==> config.mk <==
export PLATFORM = sky130hd
export DESIGN_NAME = igm_sqrt
export DESIGN_NICKNAME = d
export VERILOG_FILES = /design/src/hw/rtl/igm_pkg.sv /design/src/hw/rtl/igm_sqrt.sv
export SDC_FILE = /design/constraint.sdc
export NUM_CORES = 1
export LEC_CHECK = 0
export ABC_AREA = 1
export BUFFER_PORTS_ARGS = -buffer_cell sky130_fd_sc_hd__buf_2
export CAP_MARGIN = 20
export CORE_MARGIN = 2
export CORE_UTILIZATION = 51
export CTS_BUF_LIST = sky130_fd_sc_hd__clkbuf_4
export DETAILED_ROUTE_END_ITERATION = 12
export PLACE_DENSITY = 0.67
export SYNTH_ARGS = -nofsm -noshare
export SYNTH_HDL_FRONTEND = slang
export SYNTH_SLANG_ARGS = --single-unit
==> constraint.sdc <==
create_clock -name i_clk -period 6.6 [get_ports i_clk]
set_input_delay 1.32 -clock i_clk [delete_from_list [all_inputs] [get_ports i_clk]]
set_output_delay 1.32 -clock i_clk [all_outputs]
set_load 0.02 [all_outputs]
==> src/hw/rtl/igm_pkg.sv <==
// Shared types and constants for the image gradient magnitude block.
package igm_pkg;
    localparam int MaxWidth   = 1024;
    localparam int MaxHeight  = 4096;
    localparam int RootSteps  = 12;

    localparam logic [1:0] ModeForward  = 2'd0;
    localparam logic [1:0] ModeBackward = 2'd1;
    localparam logic [1:0] ModeCentral  = 2'd2;
    localparam logic [1:0] ModeSobel    = 2'd3;

    localparam logic [1:0] CfgWidth  = 2'd0;
    localparam logic [1:0] CfgHeight = 2'd1;
    localparam logic [1:0] CfgMode   = 2'd2;

    typedef struct packed {
        logic [11:0] row;
        logic [9:0]  col;
        logic [11:0] mag;
        logic [11:0] gx;
        logic [11:0] gy;
        logic        border;
        logic        last;
    } t_result;
endpackage

==> src/hw/rtl/igm_sqrt.sv <==
// Iterative floor square root, one result bit per cycle.
module igm_sqrt (
    input  logic        i_clk,
    input  logic        i_rst_n,
    input  logic        i_start,
    input  logic [23:0] i_value,
    output logic        o_busy,
    output logic        o_done,
    output logic [11:0] o_root
);
    logic [23:0] r_rem;
    logic [11:0] r_root;
    logic [3:0]  r_cnt;
    logic        r_busy;
    logic        r_done;
    logic [13:0] trial;
    logic [4:0]  sh;
    logic [23:0] rem_hi;
    logic [23:0] rem_sub;
    logic        take;

    // compare (rem >> 2*cnt) against 4*root+1
    assign trial   = {r_root, 2'b01};
    assign sh      = {r_cnt, 1'b0};
    assign rem_hi  = r_rem >> sh;
    assign rem_sub = {10'd0, trial} << sh;
    assign take    = (rem_hi >= {10'd0, trial});

    always_ff @(posedge i_clk) begin
        if (!i_rst_n) begin
            r_busy <= 1'b0;
            r_done <= 1'b0;
            r_cnt  <= '0;
        end else begin
            r_done <= 1'b0;
            if (i_start) begin
                r_busy <= 1'b1;
                r_cnt  <= 4'(igm_pkg::RootSteps - 1);
                r_rem  <= i_value;
                r_root <= '0;
            end else if (r_busy) begin
                if (take) begin
                    r_rem  <= r_rem - rem_sub;
                    r_root <= {r_root[10:0], 1'b1};
                end else begin
                    r_root <= {r_root[10:0], 1'b0};
                end
                if (r_cnt == 4'd0) begin
                    r_busy <= 1'b0;
                    r_done <= 1'b1;
                end else begin
                    r_cnt <= r_cnt - 4'd1;
                end
            end
        end
    end
    assign o_busy = r_busy;
    assign o_done = r_done;
    assign o_root = r_root;
endmodule

* Word level (Yosys, flattened, before mapping)
Cells that the tools add are included.
** Word-level totals
- Register bits :: 42
- Word-level logic and storage cells :: 36
** Operators by class
- Add/sub/neg operators :: 2
- Order comparisons :: 1
- Eq/ne operators :: 1
- Shift-type cells :: 2
- Mux-type cells :: 12
- Bitwise gates (word level) :: 3
- Reductions and logical operators :: 9
** Operators by type and width (number)
- $mux W24 :: 3
- $ge A24 B14 Y1 :: 1
- $shl A14 B5 Y24 :: 1
- $shr A24 B5 Y24 :: 1
- $sub A24 B24 Y24 :: 1
- $mux W12 :: 1
- $mux W4 :: 3
- $reduce_and A2 Y1 :: 3
- $mux W1 :: 5
- $logic_not A4 Y1 :: 1
- $reduce_bool A2 Y1 :: 2
- $sub A4 B1 Y4 const B :: 1
- $not A1 Y1 :: 3
- $reduce_and A3 Y1 :: 1
- $reduce_or A3 Y1 :: 1
- $ne A2 B2 Y1 const B :: 1
- $reduce_or A2 Y1 :: 1

* Depth between registers and ports, before layout
Gate-level depths: netlist (run 1).
- Word-level depth :: 5
- Mapped depth :: 22

* Worst setup path before layout (run 1)
OpenSTA, ideal clock, no wires.
- Path kind :: input port to flip-flop
- From :: input port i_start
- To :: register r_rem[0] (enable)
- Library setup time :: 379 ps
- Arrival time :: 2983 ps
- Slack :: 3238 ps
- Cell stages on the path :: 5
- Path buffers :: 1
- Path through :: clkbuf_1 > inv_1 > a21oi_1 > nand2_1 > inv_1
** Between the ends
- Word-level cells in the longest chain between the ends :: 2
- Elaborated cells on any way between the ends :: 3
** RTL lines
- start, declared :: line igm_sqrt.sv:5 : input logic i_start,
- $reduce_bool A2 Y1 (no line)
- $reduce_and A3 Y1 (no line) (*)
- end signal, assigned :: line igm_sqrt.sv:39 : r_rem <= i_value;
- end signal, assigned :: line igm_sqrt.sv:43 : r_rem <= r_rem - rem_sub;
- end, declared :: line igm_sqrt.sv:11 : logic [23:0] r_rem;
Mark *: on every way between the ends. The rest lies on a longest branch, timed or not.
A chain may end at the register's enable or synchronous reset.

* Worst setup path in the final report (run 1)
- From :: register r_cnt[1]
- To :: register r_rem[18] (enable)
** Between the ends
- Word-level cells in the longest chain between the ends :: 4
** RTL lines
- start, declared :: line igm_sqrt.sv:13 : logic [3:0] r_cnt;
- start signal, assigned :: line igm_sqrt.sv:38 : r_cnt <= 4'(igm_pkg::RootSteps - 1);
- start signal, assigned :: line igm_sqrt.sv:52 : r_cnt <= r_cnt - 4'd1;
- $shr A24 B5 Y24 :: line igm_sqrt.sv:25 : assign rem_hi = r_rem >> sh;
- $ge A24 B14 Y1 :: line igm_sqrt.sv:27 : assign take = (rem_hi >= {10'd0, trial});
- $reduce_bool A2 Y1 (no line)
- $reduce_and A3 Y1 (no line)
No other way between the ends.

==> metrics.md, run 1 <==
| Metric | Value |
|---|---|
| Status | `complete, no violations` |
| Post-synth EDFFs | `36` |
| Tcrit/Tclk final | `between 60% and 70%` |
| Antenna violations before repair | `0` |
| P_int | `approximately 570 uW` |
| Synth Cell Area | `4620 sq um` |
| Site Rows | `34` |
| Filler cell count | `between 900 and 1,000` |
| Sequential share of power | `32.8%` |
| GR Util All Layers | `30.0%` |
| Core area | `~8800 sq um` |
| Slew Viols, Final | `0` |
| Crit-path cells | `inv_2 -> nand2_2 -> o22ai_1 -> nand2_1 -> o221ai_1 -> ha_1 -> nand2_1 -> inv_1 -> nand3_1 -> nor2_1 -> nand2_1 -> nand2_1 -> nand2_1 -> nand2_1 -> nand2_1 -> nand3_1 -> nand2_1 -> inv_1` |
| Slew Limit Headroom | `about 30%` |
| Antenna viol nets, final | `0` |
| Switch Pwr | `a little over 500 uW` |
| Post-layout util | `approximately 56%` |
| Logic pwr share | `between 50% and 60%` |
| Clk slew on worst S/H paths | `between 0.1 and 0.15 ns` |
| Arrival time worst endpoint | `between 4 and 5 ns` |
| Root Buffer | `clkbuf_4` |
| Yosys cell types | `43` |
| GRT Residual Overflow | `0` |
| Yosys warnings | `0` |
| RSZ-0062 raised after global routing | `false` |
| Final hold violations | `0` |
| Area of the die | `9850 sq um` |
| Sequential area share after synthesis | `roughly a quarter` |
| Critical-path top delay cell | `dfxtp_1` |
| Routed WL | `between 10 and 15 mm` |
| Routed vias | `4,954` |
| First-iteration detailed-routing DRC count | `between 300 and 400` |
| Top achievable clock speed | `about 0.24 GHz` |
| P&R area growth vs syn | `5.74%` |
| Hold Path Depth | `2` |
| DP HPWL | `11.6 mm` |
| Sw Ratio | `47.3%` |
| # setup viols final | `0` |
| Min Clock Period, post-route | `around 4.2 ns` |
| Clock skew | `0.0250 ns` |
| Worst hold path type | `reg -> reg` |
| Critical path peak fanout | `30` |
| Max VDD drop | `0.000104 V` |
| IO Port Bufs | `40` |
| Maximum root-to-sink buffer count | `2` |
| Worst Tran Pin Value | `roughly 1.1 ns` |
| # nets final | `around 810` |
| Number of global-route vias before repair | `about 4,700` |
| Synth Area per Inst | `approximately 6.4 sq um` |
| CP endpoint kind | `flop` |
| IO Count | `between 40 and 50` |
| Global-route wire length before repair | `23.3 mm` |
| Post-route DRC | `0` |
| Clk Latency, worst-skew pair | `0.38 ns` |
| CP max stage delay | `0.98 ns` |
| Ant. Diodes | `0` |
| Crit-path leading delay family | `buffers and inverters` |
| First drt pass iteration count | `6` |
| Post-route setup TNS | `0 ns` |
| Crit Path Class | `reg -> reg` |
| Setup repair bufs after CTS | `0` |
| Post-Syn Instances | `between 700 and 800` |
| Wire per inst | `between 15 and 20 um` |
| Worst path depth | `18` |
| Drt via density | `around 5.8` |
| FFs w/ async S/R, synth | `0%` |
| Cell mode on critical path | `nand2_1` |
| Worst Reg-to-Reg Cells | `18` |
| H-tree depth | `2` |
| Inserted Clock Buffers | `5` |
| Worst path bufs/invs | `3` |
| DIE WIDTH | `99.2 um` |
| Critical Path RT | `between 6 and 7 ns` |
| Leakage power | `2.30 nW` |
| Crit start category | `flop` |
| CTS tree | `built` |
| Pin count of the biggest net entering global routing | `46` |
| Fraction of layout cells with a size suffix above 1 | `about a tenth` |
| Post-CTS sizing | `0` |
| Post-Syn Nets | `783` |
| Clock Sinks | `42` |
| Die height | `approximately 99 um` |
| Routability cong. | `0.962` |
| Starting Density | `between 50% and 60%` |
| Number of synthesized register bits | `between 40 and 50` |
| Hold_buf cts | `0` |
| PD cells | `about 220 nW/um^2` |
| Max-Cap Viols | `0` |
| Minimum hold slack | `~0.6 ns` |
| Most used DFF post-synth | `edfxtp_1` |
| Clock power share | `roughly an eighth` |
## worst register-to-register path, cell delays in order (launching register included)
cell	delay, ns
dfxtp_1	0.98
inv_2	0.44
nand2_2	0.29
o22ai_1	0.12
nand2_1	0.07
o221ai_1	0.13
ha_1	0.35
nand2_1	0.05
inv_1	0.05
nand3_1	0.07
nor2_1	0.10
nand2_1	0.05
nand2_1	0.05
nand2_1	0.04
nand2_1	0.05
nand2_1	0.06
nand3_1	0.08
nand2_1	0.08
inv_1	0.76
## power by group through the flow
stage | registers [mW] | logic [mW] | clock network, mW
6_report | 0.357 | 0.587 | 0.145
5_1_grt | 0.361 | 0.662 | 0.157
4_1_cts | 0.356 | 0.577 | 0.148
3_5_place_dp | 0.362 | 0.574 | 0
3_3_place_gp | 0.362 | 0.566 | 0
2_1_floorplan | 0.351 | 0.441 | 0
## sequential cells by signal, indices dropped and copies added (netlist names)
| register | cells |
|---|---|
| o_done | 1 |
| o_root | 12 |
| r_cnt | 4 |
| o_busy | 1 |
| r_rem | 24 |
## area by class of cell
type	count	area, sq um	share of cell area (%)
clock buffers	6	45.0	0.921
inverters	85	319	6.53
repair buffers	43	223	4.55
clock inverters	2	13.8	0.281
flip-flops and latches	42	1200	24.6
well taps	108	135	2.76
multi-input cells	566	2950	60.4
## synth_stat cells, drive strengths merged, types with 11 or more instances
cell type | instances | area (sq um)
nor2 | 60 | 238
ha | 37 | 463
nand2 | 226 | 858
nand4 | 11 | 68.8
o21ai | 67 | 347
or2 | 13 | 81.3
o22ai | 16 | 100
inv | 83 | 312
edfxtp | 36 | 1080
nand3 | 46 | 230
buf | 18 | 121
a21oi | 45 | 225
## metrics by stage
stage	std cells	power (mW)	setup slack, ns	cell area [sq um]
2_1_floorplan	719	0.792	3.24	4620
3_3_place_gp	844	0.929	2.50	4830
3_5_place_dp	844	0.937	2.46	4830
4_1_cts	852	1.08	2.48	4890
5_1_grt	852	1.18	2.02	4890
6_report	852	1.09	2.41	4890
## layer usage
metal  wire [um]  vias to the layer above  global-route usage [%]
li1            -                     2469                       -
met1        6240                     2266                    38.9
met2        7040                      187                    51.4
met3         809                       32                    3.44
met4         460                        0                    11.3
met5           0                        -                       0
## final timing paths
check / startpoint / end / slack [ns]
worst max-delay path: r_cnt[1]$_SDFFE_PN0P_ / r_rem[18]$_DFFE_PP_ / 2.41
worst min-delay path: o_busy$_SDFF_PN0_ / o_done$_SDFF_PP0_ / 0.60
worst max register to register: r_cnt[1]$_SDFFE_PN0P_ / r_rem[18]$_DFFE_PP_ / 2.41
worst min register to register: o_busy$_SDFF_PN0_ / o_done$_SDFF_PP0_ / 0.60
## cells in the final DEF (no fill, tap or decap), drive strengths merged, types with 4 or more instances in the layout
master / count
clkinv: 4
o22ai: 16
buf: 43
o21ai: 67
nand2: 226
nor2: 60
a211oi: 4
inv: 83
nor3: 5
nand4: 11
nand3: 46
or2: 13
o221ai: 7
ha: 37
o211ai: 4
edfxtp: 36
dfxtp: 6
clkbuf: 6
a21oi: 45
## logic make-up after synthesis
group | count (synthesis) | share of synthesized area, %
buffers and inverters | 111 | 10.2
AO/OA/AOI/OAI | 155 | 19.2
adder cells (fa/ha/maj) | 37 | 10.0
AND/OR/NAND/NOR | 368 | 33.5
XOR/XNOR | 5 | 0.947
flip-flops | 42 | 26.0
multiplexers | 1 | 0.216
No activity file was read; power rests on OpenSTA's default activity.
==> run 2, diff against run 1 <==
--- a/config.mk
+++ b/config.mk
@@ -5,14 +5,14 @@
 export SDC_FILE = /design/constraint.sdc
 export NUM_CORES = 1
 export LEC_CHECK = 0
-export ABC_AREA = 1
+export ABC_AREA = 0
 export BUFFER_PORTS_ARGS = -buffer_cell sky130_fd_sc_hd__buf_2
 export CAP_MARGIN = 20
 export CORE_MARGIN = 2
 export CORE_UTILIZATION = 51
 export CTS_BUF_LIST = sky130_fd_sc_hd__clkbuf_4
 export DETAILED_ROUTE_END_ITERATION = 12
-export PLACE_DENSITY = 0.67
+export PLACE_DENSITY = 0.7
 export SYNTH_ARGS = -nofsm -noshare
 export SYNTH_HDL_FRONTEND = slang
 export SYNTH_SLANG_ARGS = --single-unit
==> constraint.sdc (replaced) <==
create_clock -name i_clk -period 3.42 [get_ports i_clk]
set_input_delay 0.684 -clock i_clk [delete_from_list [all_inputs] [get_ports i_clk]]
set_output_delay 0.684 -clock i_clk [all_outputs]
set_load 0.02 [all_outputs]
==> run 2 against run 1 <==
Compared with the run above: via count decreased by 6.1%; global-route usage grew 0.84 points; combinational power grew 140%; critical path type unchanged.
==> metrics.md, run 2 <==
| Metric | Value |
|---|---|
| Number of synthesized register bits | `42 (unchanged)` |
| Clk Latency, worst-skew pair | `0.37 ns (was 0.38 ns)` |
| Synth area leader | `edfxtp_1 (unchanged)` |
| Post-route DRC | `0 (unchanged)` |
| GRT Residual Overflow | `0 (unchanged)` |
| First drt pass iteration count | `5 (was 6)` |
| Area contributors post-synth | `edfxtp_1 (23%), ha_1 (10%), nand2_1 (6.0%) (was edfxtp_1 (23%), nand2_1 (18%), ha_1 (10%))` |
| Commonest non-fill, non-tap cells in the layout | `nand2_1 (74), buf_4 (53), nor2_1 (52) (was nand2_1 (222), inv_1 (78), nor2_1 (55))` |
| Status | `complete, no violations (unchanged)` |
| Final hold violations | `0 (unchanged)` |
| Starting Density | `52.8% (about the same)` |
| Clk slew on worst S/H paths | `0.15 ns (was 0.13 ns)` |
| Final Cell Area | `5440 sq um (was 4890 sq um)` |
| # nets final | `690 (was 807)` |
| Site Rows | `34 (unchanged)` |
| Crit Path Class | `reg -> reg (unchanged)` |
| Post-synth EDFFs | `36 (unchanged)` |
| Max VDD drop | `0.000248 V (was 0.000104 V)` |
| Routed WL | `14.8 mm (was 14.5 mm)` |
| Core area | `8720 sq um (was 8760 sq um)` |
| Synth top area share | `23.5% (was 23.4%)` |
| Minimum hold slack | `0.577 ns (was 0.604 ns)` |
| DP Worst Slack | `0.0220 ns (was 2.46 ns)` |
| Top reg by flops | `r_rem (unchanged)` |
| Worst Tran Pin Value | `0.730 ns (was 1.05 ns)` |
| Final Non-Filler Cells | `735 (was 852)` |
| P&R area growth vs syn | `18.3% (was 5.74%)` |
| Yosys warnings | `0 (unchanged)` |
| Total power | `2.50 mW (was 1.09 mW)` |
| Most frequent cell after synthesis | `nand2_1 (unchanged)` |
| Number of global-route vias before repair | `4,485 (was 4,684)` |
| Routability cong. | `0.996 (was 0.962)` |
| Hold_buf cts | `0 (unchanged)` |
| Cells after DPL | `725 (was 844)` |
| DP HPWL | `11.6 mm (about the same)` |
| Leakage power | `2.28 nW (was 2.30 nW)` |
| FFs w/ async S/R, synth | `0% (unchanged)` |
| Clock Sinks | `42 (unchanged)` |
| Max reg flops | `24 (unchanged)` |
| Antenna violations before repair | `1 (was 0)` |
| Crit start category | `flop (unchanged)` |
| Filler cell count | `800 (was 970)` |
| First-iteration detailed-routing DRC count | `344 (was 320)` |
| Inserted Clock Buffers | `5 (unchanged)` |
| Wire per inst | `20.2 um (was 17.1 um)` |
| Commonest cells in the netlist | `nand2_1 (74), nor2_1 (52), a21oi_1 (47) (was nand2_1 (222), inv_1 (78), nor2_1 (55))` |
| Post-Syn Nets | `618 (was 783)` |
| CTS tree | `built (unchanged)` |
| Routed vias | `4,651 (was 4,954)` |
| IO Count | `41 (unchanged)` |
| Synth Cell Area | `4600 sq um (was 4620 sq um)` |
| Root Buffer | `clkbuf_4 (unchanged)` |
| Worst hold path type | `in -> reg (was reg -> reg)` |
| Die height | `99.0 um (was 99.2 um)` |
| Sequential area share after synthesis | `26.1% (was 26.0%)` |
| Slew Limit Headroom | `51.3% (was 29.9%)` |
| Arrival time worst endpoint | `3.45 ns (was 4.19 ns)` |
| PD cells | `460 nW/um^2 (was 223 nW/um^2)` |
| Critical path peak fanout | `24 (was 30)` |
| Worst path bufs/invs | `2 (was 3)` |
| Commonest non-fill, non-tap cell in the layout | `nand2_1 (unchanged)` |
| Post-Syn Instances | `554 (was 719)` |
| H-tree depth | `2 (unchanged)` |
| Crit-path cells | `buf_12 -> mux4_2 -> a21oi_1 -> nor2_1 -> ha_1 -> a21oi_1 -> o21ai_1 -> nor3_1 -> a31oi_2 -> a2111oi_4 -> nor3b_4 -> buf_12 (was inv_2 -> nand2_2 -> o22ai_1 -> nand2_1 -> o221ai_1 -> ha_1 -> nand2_1 -> inv_1 -> nand3_1 -> nor2_1 -> nand2_1 -> nand2_1 -> nand2_1 -> nand2_1 -> nand2_1 -> nand3_1 -> nand2_1 -> inv_1)` |
| Drt via density | `6.33 (was 5.81)` |
| Maximum root-to-sink buffer count | `2 (unchanged)` |
| Critical-path top delay cell | `mux4_2 (was dfxtp_1)` |
| Top achievable clock speed | `0.302 GHz (was 0.238 GHz)` |
| Final WS setup | `0.107 ns (was 2.41 ns)` |
| Placed instance area | `5280 sq um (was 4830 sq um)` |
| Min Clock Period, post-route | `3.31 ns (was 4.19 ns)` |
| Most used DFF post-synth | `edfxtp_1 (unchanged)` |
| # setup viols final | `0 (unchanged)` |
| Max-Cap Viols | `0 (unchanged)` |
| DIE WIDTH | `99.0 um (was 99.2 um)` |
| Critical Path RT | `3.55 ns (was 6.60 ns)` |
| CP max stage delay | `0.52 ns (was 0.98 ns)` |
| Fraction of layout cells with a size suffix above 1 | `23.4% (was 10.1%)` |
| Global-route wire length before repair | `23.6 mm (was 23.3 mm)` |
| Area of the die | `9800 sq um (was 9850 sq um)` |
| Antenna viol nets, final | `0 (unchanged)` |
| Pin count of the biggest net entering global routing | `35 (was 46)` |
| Synth Area per Inst | `8.31 sq um (was 6.43 sq um)` |
| Ant. Diodes | `0 (unchanged)` |
| IO Port Bufs | `40 (unchanged)` |
| CP endpoint kind | `flop (unchanged)` |
| GR Util All Layers | `30.8% (was 30.0%)` |
| Crit-path leading delay family | `compound AO/OA/AOI/OAI gates (was buffers and inverters)` |
| Tcrit/Tclk final | `96.9% (was 63.5%)` |
| Clock skew | `0.0174 ns (was 0.0250 ns)` |
| Slew Viols, Final | `0 (unchanged)` |
| Yosys cell types | `71 (was 43)` |
[run 2: stage by stage]
step / utilization, % / TNS (ns)
CTS: 61.5 / 0
global placement: 60.5 / 0
global route: 62.4 / -1.22
finish: 62.4 / 0
detailed placement: 60.5 / 0
floorplan: - / -1.34
[run 2: cell families after synthesis]
logic type | share of synthesized area, %
buffers and inverters | 5.66
adders and majority gates | 10.1
muxes | 12.0
xor gates and xnor gates | 2.09
and+or+nand+nor | 19.7
DFF | 26.1
AOI/OAI and AO/OA | 24.4
[run 2: final cells by class]
type / instances / area (sq um) / area share [%]
Inverter: 28 / 105 / 1.93
Tap cell: 108 / 135 / 2.48
Timing Repair Buffer: 98 / 689 / 12.7
Clock inverter: 1 / 30.0 / 0.552
Multi-Input combinational cell: 451 / 3230 / 59.3
Sequential cell: 42 / 1210 / 22.2
Clock buffer: 7 / 52.6 / 0.965
[run 2: routing by layer]
metal	global-route usage (%)	part of all wire [%]	vias to the layer above
met4	10.0	3.1	2
met3	5.32	6.8	33
met1	41.6	43	2178
li1	-	-	2224
met5	0	0.088	-
met2	50.5	47	214
[run 2: power by group]
| part | internal [mW] | leakage, nW | total [mW] | switching [mW] |
|---|---|---|---|---|
| clock network | 0.171 | 0.0463 | 0.358 | 0.187 |
| registers | 0.640 | 0.395 | 0.711 | 0.0718 |
| logic | 0.626 | 1.84 | 1.43 | 0.809 |
[run 2: worst paths after layout]
kind / start / to / slack [ns] / cells past startpoint
setup / recovery: r_cnt[0]$_SDFFE_PN0P_ / r_rem[23]$_DFFE_PP_ / 0.11 / 12
hold / removal: i_value[17] / r_rem[17]$_DFFE_PP_ / 0.58 / 3
setup reg to reg: r_cnt[0]$_SDFFE_PN0P_ / r_rem[23]$_DFFE_PP_ / 0.11 / 12
hold reg to reg: o_busy$_SDFF_PN0_ / o_done$_SDFF_PP0_ / 0.72 / 2
[run 2: worst reg2reg max path, cell delays in order (launching register included)]
cell and delay, ns:
dfxtp_4 0.39, buf_12 0.15, mux4_2 0.52, a21oi_1 0.25, nor2_1 0.08, ha_1 0.31, a21oi_1 0.14, o21ai_1 0.11
nor3_1 0.23, a31oi_2 0.23, a2111oi_4 0.40, nor3b_4 0.09, buf_12 0.18
[run 2: repair_timing]
| item | CTS | global route |
|---|---|---|
| setup buffers | 0 | 2 |
| pin swaps | 1 | 3 |
| hold endpoints to repair | 0 | 0 |
| gates resized for setup | 0 | 18 |
| endpoints found under the setup margin | 24 | 31 |
==> run 3, diff against run 2 <==
--- a/config.mk
+++ b/config.mk
@@ -12,6 +12,7 @@
 export CORE_UTILIZATION = 51
 export CTS_BUF_LIST = sky130_fd_sc_hd__clkbuf_4
 export DETAILED_ROUTE_END_ITERATION = 12
+export MAX_ROUTING_LAYER = met4
 export PLACE_DENSITY = 0.7
 export SYNTH_ARGS = -nofsm -noshare
 export SYNTH_HDL_FRONTEND = slang
==> run 3 against run 2 <==
Compared with the run above: clock power decreased by 5.9%; global-route usage increased by 1.1 points; cell count increased by 1.5%; worst hold slack improved by 0.00094 ns; largest power group unchanged; core utilization increased by 0.75 points.
==> metrics.md, run 3 (synthesis results as in run 2) <==
| Metric | Value |
|---|---|
| Status | `complete, no violations (unchanged)` |
| Min Clock Period, post-route | `3.30 ns (was 3.31 ns)` |
| IO Port Bufs | `40 (unchanged)` |
| Filler cell count | `810 (was 800)` |
| Crit Path Class | `reg -> reg (unchanged)` |
| PD cells | `454 nW/um^2 (was 460 nW/um^2)` |
| # nets final | `700 (was 690)` |
| Clk Latency, worst-skew pair | `0.37 ns (about the same)` |
| Post-route DRC | `0 (unchanged)` |
| H-tree depth | `2 (unchanged)` |
| Final hold violations | `0 (unchanged)` |
| DP HPWL | `11.6 mm (about the same)` |
| Leakage power | `2.32 nW (was 2.28 nW)` |
| Sequential share of power | `28.4% (about the same)` |
| Top reg by flops | `r_rem (unchanged)` |
| Area of the multi-input gates | `3210 sq um (was 3230 sq um)` |
| Top achievable clock speed | `0.303 GHz (was 0.302 GHz)` |
| Die height | `99.0 um (unchanged)` |
| Wire per inst | `19.9 um (was 20.2 um)` |
| Commonest non-fill, non-tap cell in the layout | `nand2_1 (unchanged)` |
| P_int | `1.43 mW (was 1.44 mW)` |
| Setup repair bufs after CTS | `0 (unchanged)` |
| Global-route wire length before repair | `23.8 mm (was 23.6 mm)` |
| Source of the worst hold timing path | `i_value[17] (unchanged)` |
| Slew Limit Headroom | `48.9% (was 51.3%)` |
| Routability cong. | `0.924 (was 0.996)` |
| Root Buffer | `clkbuf_4 (unchanged)` |
| Antenna viol nets, final | `0 (unchanged)` |
| Antenna violations before repair | `1 (unchanged)` |
| Worst Reg-to-Reg Cells | `12 (unchanged)` |
| P&R area growth vs syn | `19.7% (was 18.3%)` |
| Worst hold path endpoint | `r_rem[17]$_DFFE_PP_ (unchanged)` |
| Critical Path RT | `3.56 ns (was 3.55 ns)` |
| GRT Residual Overflow | `0 (unchanged)` |
| R2R setup slack | `0.12 ns (was 0.11 ns)` |
| Area of the die | `9800 sq um (unchanged)` |
| Core area | `8720 sq um (unchanged)` |
| Tcrit/Tclk final | `96.6% (was 96.9%)` |
| # setup viols final | `0 (unchanged)` |
| Number of global-route vias before repair | `4,517 (was 4,485)` |
| CP endpoint kind | `flop (unchanged)` |
| Max reg flops | `24 (unchanged)` |
| Worst r2r src | `r_cnt[0]$_SDFFE_PN0P_ (unchanged)` |
| GR Util All Layers | `32.0% (was 30.8%)` |
| Max VDD drop | `0.000221 V (was 0.000248 V)` |
| DIE WIDTH | `99.0 um (unchanged)` |
| Post-layout util | `63.2% (was 62.4%)` |
| First drt pass iteration count | `5 (unchanged)` |
| Worst Tran Pin Value | `0.748 ns (was 0.730 ns)` |
| Drt via density | `6.26 (was 6.33)` |
| Routed WL | `14.9 mm (was 14.8 mm)` |
| Starting Density | `52.8% (unchanged)` |
| Commonest non-fill, non-tap cells in the layout | `nand2_1 (74), buf_4 (64), nor2_1 (52) (was nand2_1 (74), buf_4 (53), nor2_1 (52))` |
| Arrival time worst endpoint | `3.44 ns (was 3.45 ns)` |
| Max-Cap Viols | `0 (unchanged)` |
| Maximum root-to-sink buffer count | `2 (unchanged)` |
| Switch Pwr | `1.07 mW (about the same)` |
| RSZ-0062 raised after global routing | `false` |
| Clk slew on worst S/H paths | `0.14 ns (was 0.15 ns)` |
| Hold Path Depth | `3 (unchanged)` |
| Sw Ratio | `42.7% (was 42.6%)` |
| Slew Viols, Final | `0 (unchanged)` |
| First-iteration detailed-routing DRC count | `353 (was 344)` |
| CTS tree | `built (unchanged)` |
| Inserted Clock Buffers | `5 (unchanged)` |
| Clock Sinks | `42 (unchanged)` |
| R2r endpoint | `r_rem[22]$_DFFE_PP_ (was r_rem[23]$_DFFE_PP_)` |
| Critical path peak fanout | `24 (unchanged)` |
| Crit start category | `flop (unchanged)` |
| FF/Latch Area | `1210 sq um (about the same)` |
| Total power | `2.50 mW (about the same)` |
| Clock power share | `13.5% (was 14.3%)` |
| Worst hold path type | `in -> reg (unchanged)` |
| Clock skew | `0.00935 ns (was 0.0174 ns)` |
| Logic pwr share | `58.2% (was 57.3%)` |
| Routed vias | `4,668 (was 4,651)` |
| Site Rows | `34 (unchanged)` |
| IO Count | `41 (unchanged)` |
| Fraction of layout cells with a size suffix above 1 | `24.6% (was 23.4%)` |
| Pin count of the biggest net entering global routing | `40 (was 35)` |
run 3: changes by cell type in the layout (fill, tap and decap cells not counted), moves of 2 or more:
cell / change
mux2i_2: +2
mux2i_1: -2
clkbuf_4: -2
clkinv_2: +2
buf_4: +11
run 3: worst max-delay path by stage:
stage	from	to	slack, ns	depth (start not counted)
floorplan	r_cnt[0]$_SDFFE_PN0P_	r_rem[0]$_DFFE_PP_	-0.06	13
global placement	o_root[2]$_SDFFCE_PP0P_	r_rem[23]$_DFFE_PP_	0.1	11
detailed placement	r_cnt[0]$_SDFFE_PN0P_	r_rem[23]$_DFFE_PP_	0.04	13
CTS	r_cnt[0]$_SDFFE_PN0P_	r_rem[2]$_DFFE_PP_	0.02	13
global route	r_cnt[1]$_SDFFE_PN0P_	r_rem[22]$_DFFE_PP_	0.003	13
finish	r_cnt[0]$_SDFFE_PN0P_	r_rem[22]$_DFFE_PP_	0.12	12
run 3: critical path, stage by stage (launching register included):
cell       delay, ns
dfxtp_4         0.40
buf_12          0.15
mux4_2          0.52
a21oi_1         0.22
nor2_1          0.09
ha_1            0.31
a21oi_1         0.15
o21ai_1         0.13
nor3_1          0.24
a31oi_2         0.23
a2111oi_4       0.36
nor3b_4         0.08
buf_12          0.17
run 3: metal layers:
metal  part of all wire (%)  GRT usage, %  wire length [um]
met1                     43          42.0              6380
met4                    3.0          10.5               446
met3                    6.7          4.04               997
met5                      0             -                 0
met2                     47          51.4              7050
run 3: area by class of cell:
| cell class | instances | share of cell area (%) |
|---|---|---|
| Multi-Input combinational cell | 451 | 58.3 |
| Sequential cell | 42 | 21.9 |
| Timing Repair Buffer | 108 | 13.9 |
| Tap cell | 108 | 2.45 |
| Inverter | 28 | 1.91 |
| Clock inverter | 3 | 0.727 |
| Clock buffer | 5 | 0.681 |
| Antenna cell | 1 | 0.0454 |
run 3: timing repair:
action	CTS	global route
endpoints found under the setup margin	0	29
hold buffers	0	0
resized for setup	0	18
run 3: power groups by stage:
stage	clock, mW	sequential (mW)	combinational, mW
finish	0.337	0.711	1.46
global route	0.357	0.717	1.60
CTS	0.339	0.705	1.40
detailed placement	0	0.717	1.39
global placement	0	0.716	1.37
floorplan	0	0.705	0.915
run 3: stage by stage:
| stage | instance area, sq um | setup TNS (ns) | instances | hold slack [ns] | setup WS [ns] |
|---|---|---|---|---|---|
| after floorplan | 4640 | -1.34 | 554 | 0.756 | -0.0556 |
| after global placement | 5350 | 0 | 736 | 0.582 | 0.0986 |
| after detailed placement | 5350 | 0 | 736 | 0.583 | 0.0367 |
| after CTS | 5430 | 0 | 744 | 0.576 | 0.0223 |
| after global routing | 5510 | 0 | 746 | 0.591 | 0.00294 |
| final | 5510 | 0 | 746 | 0.578 | 0.117 |
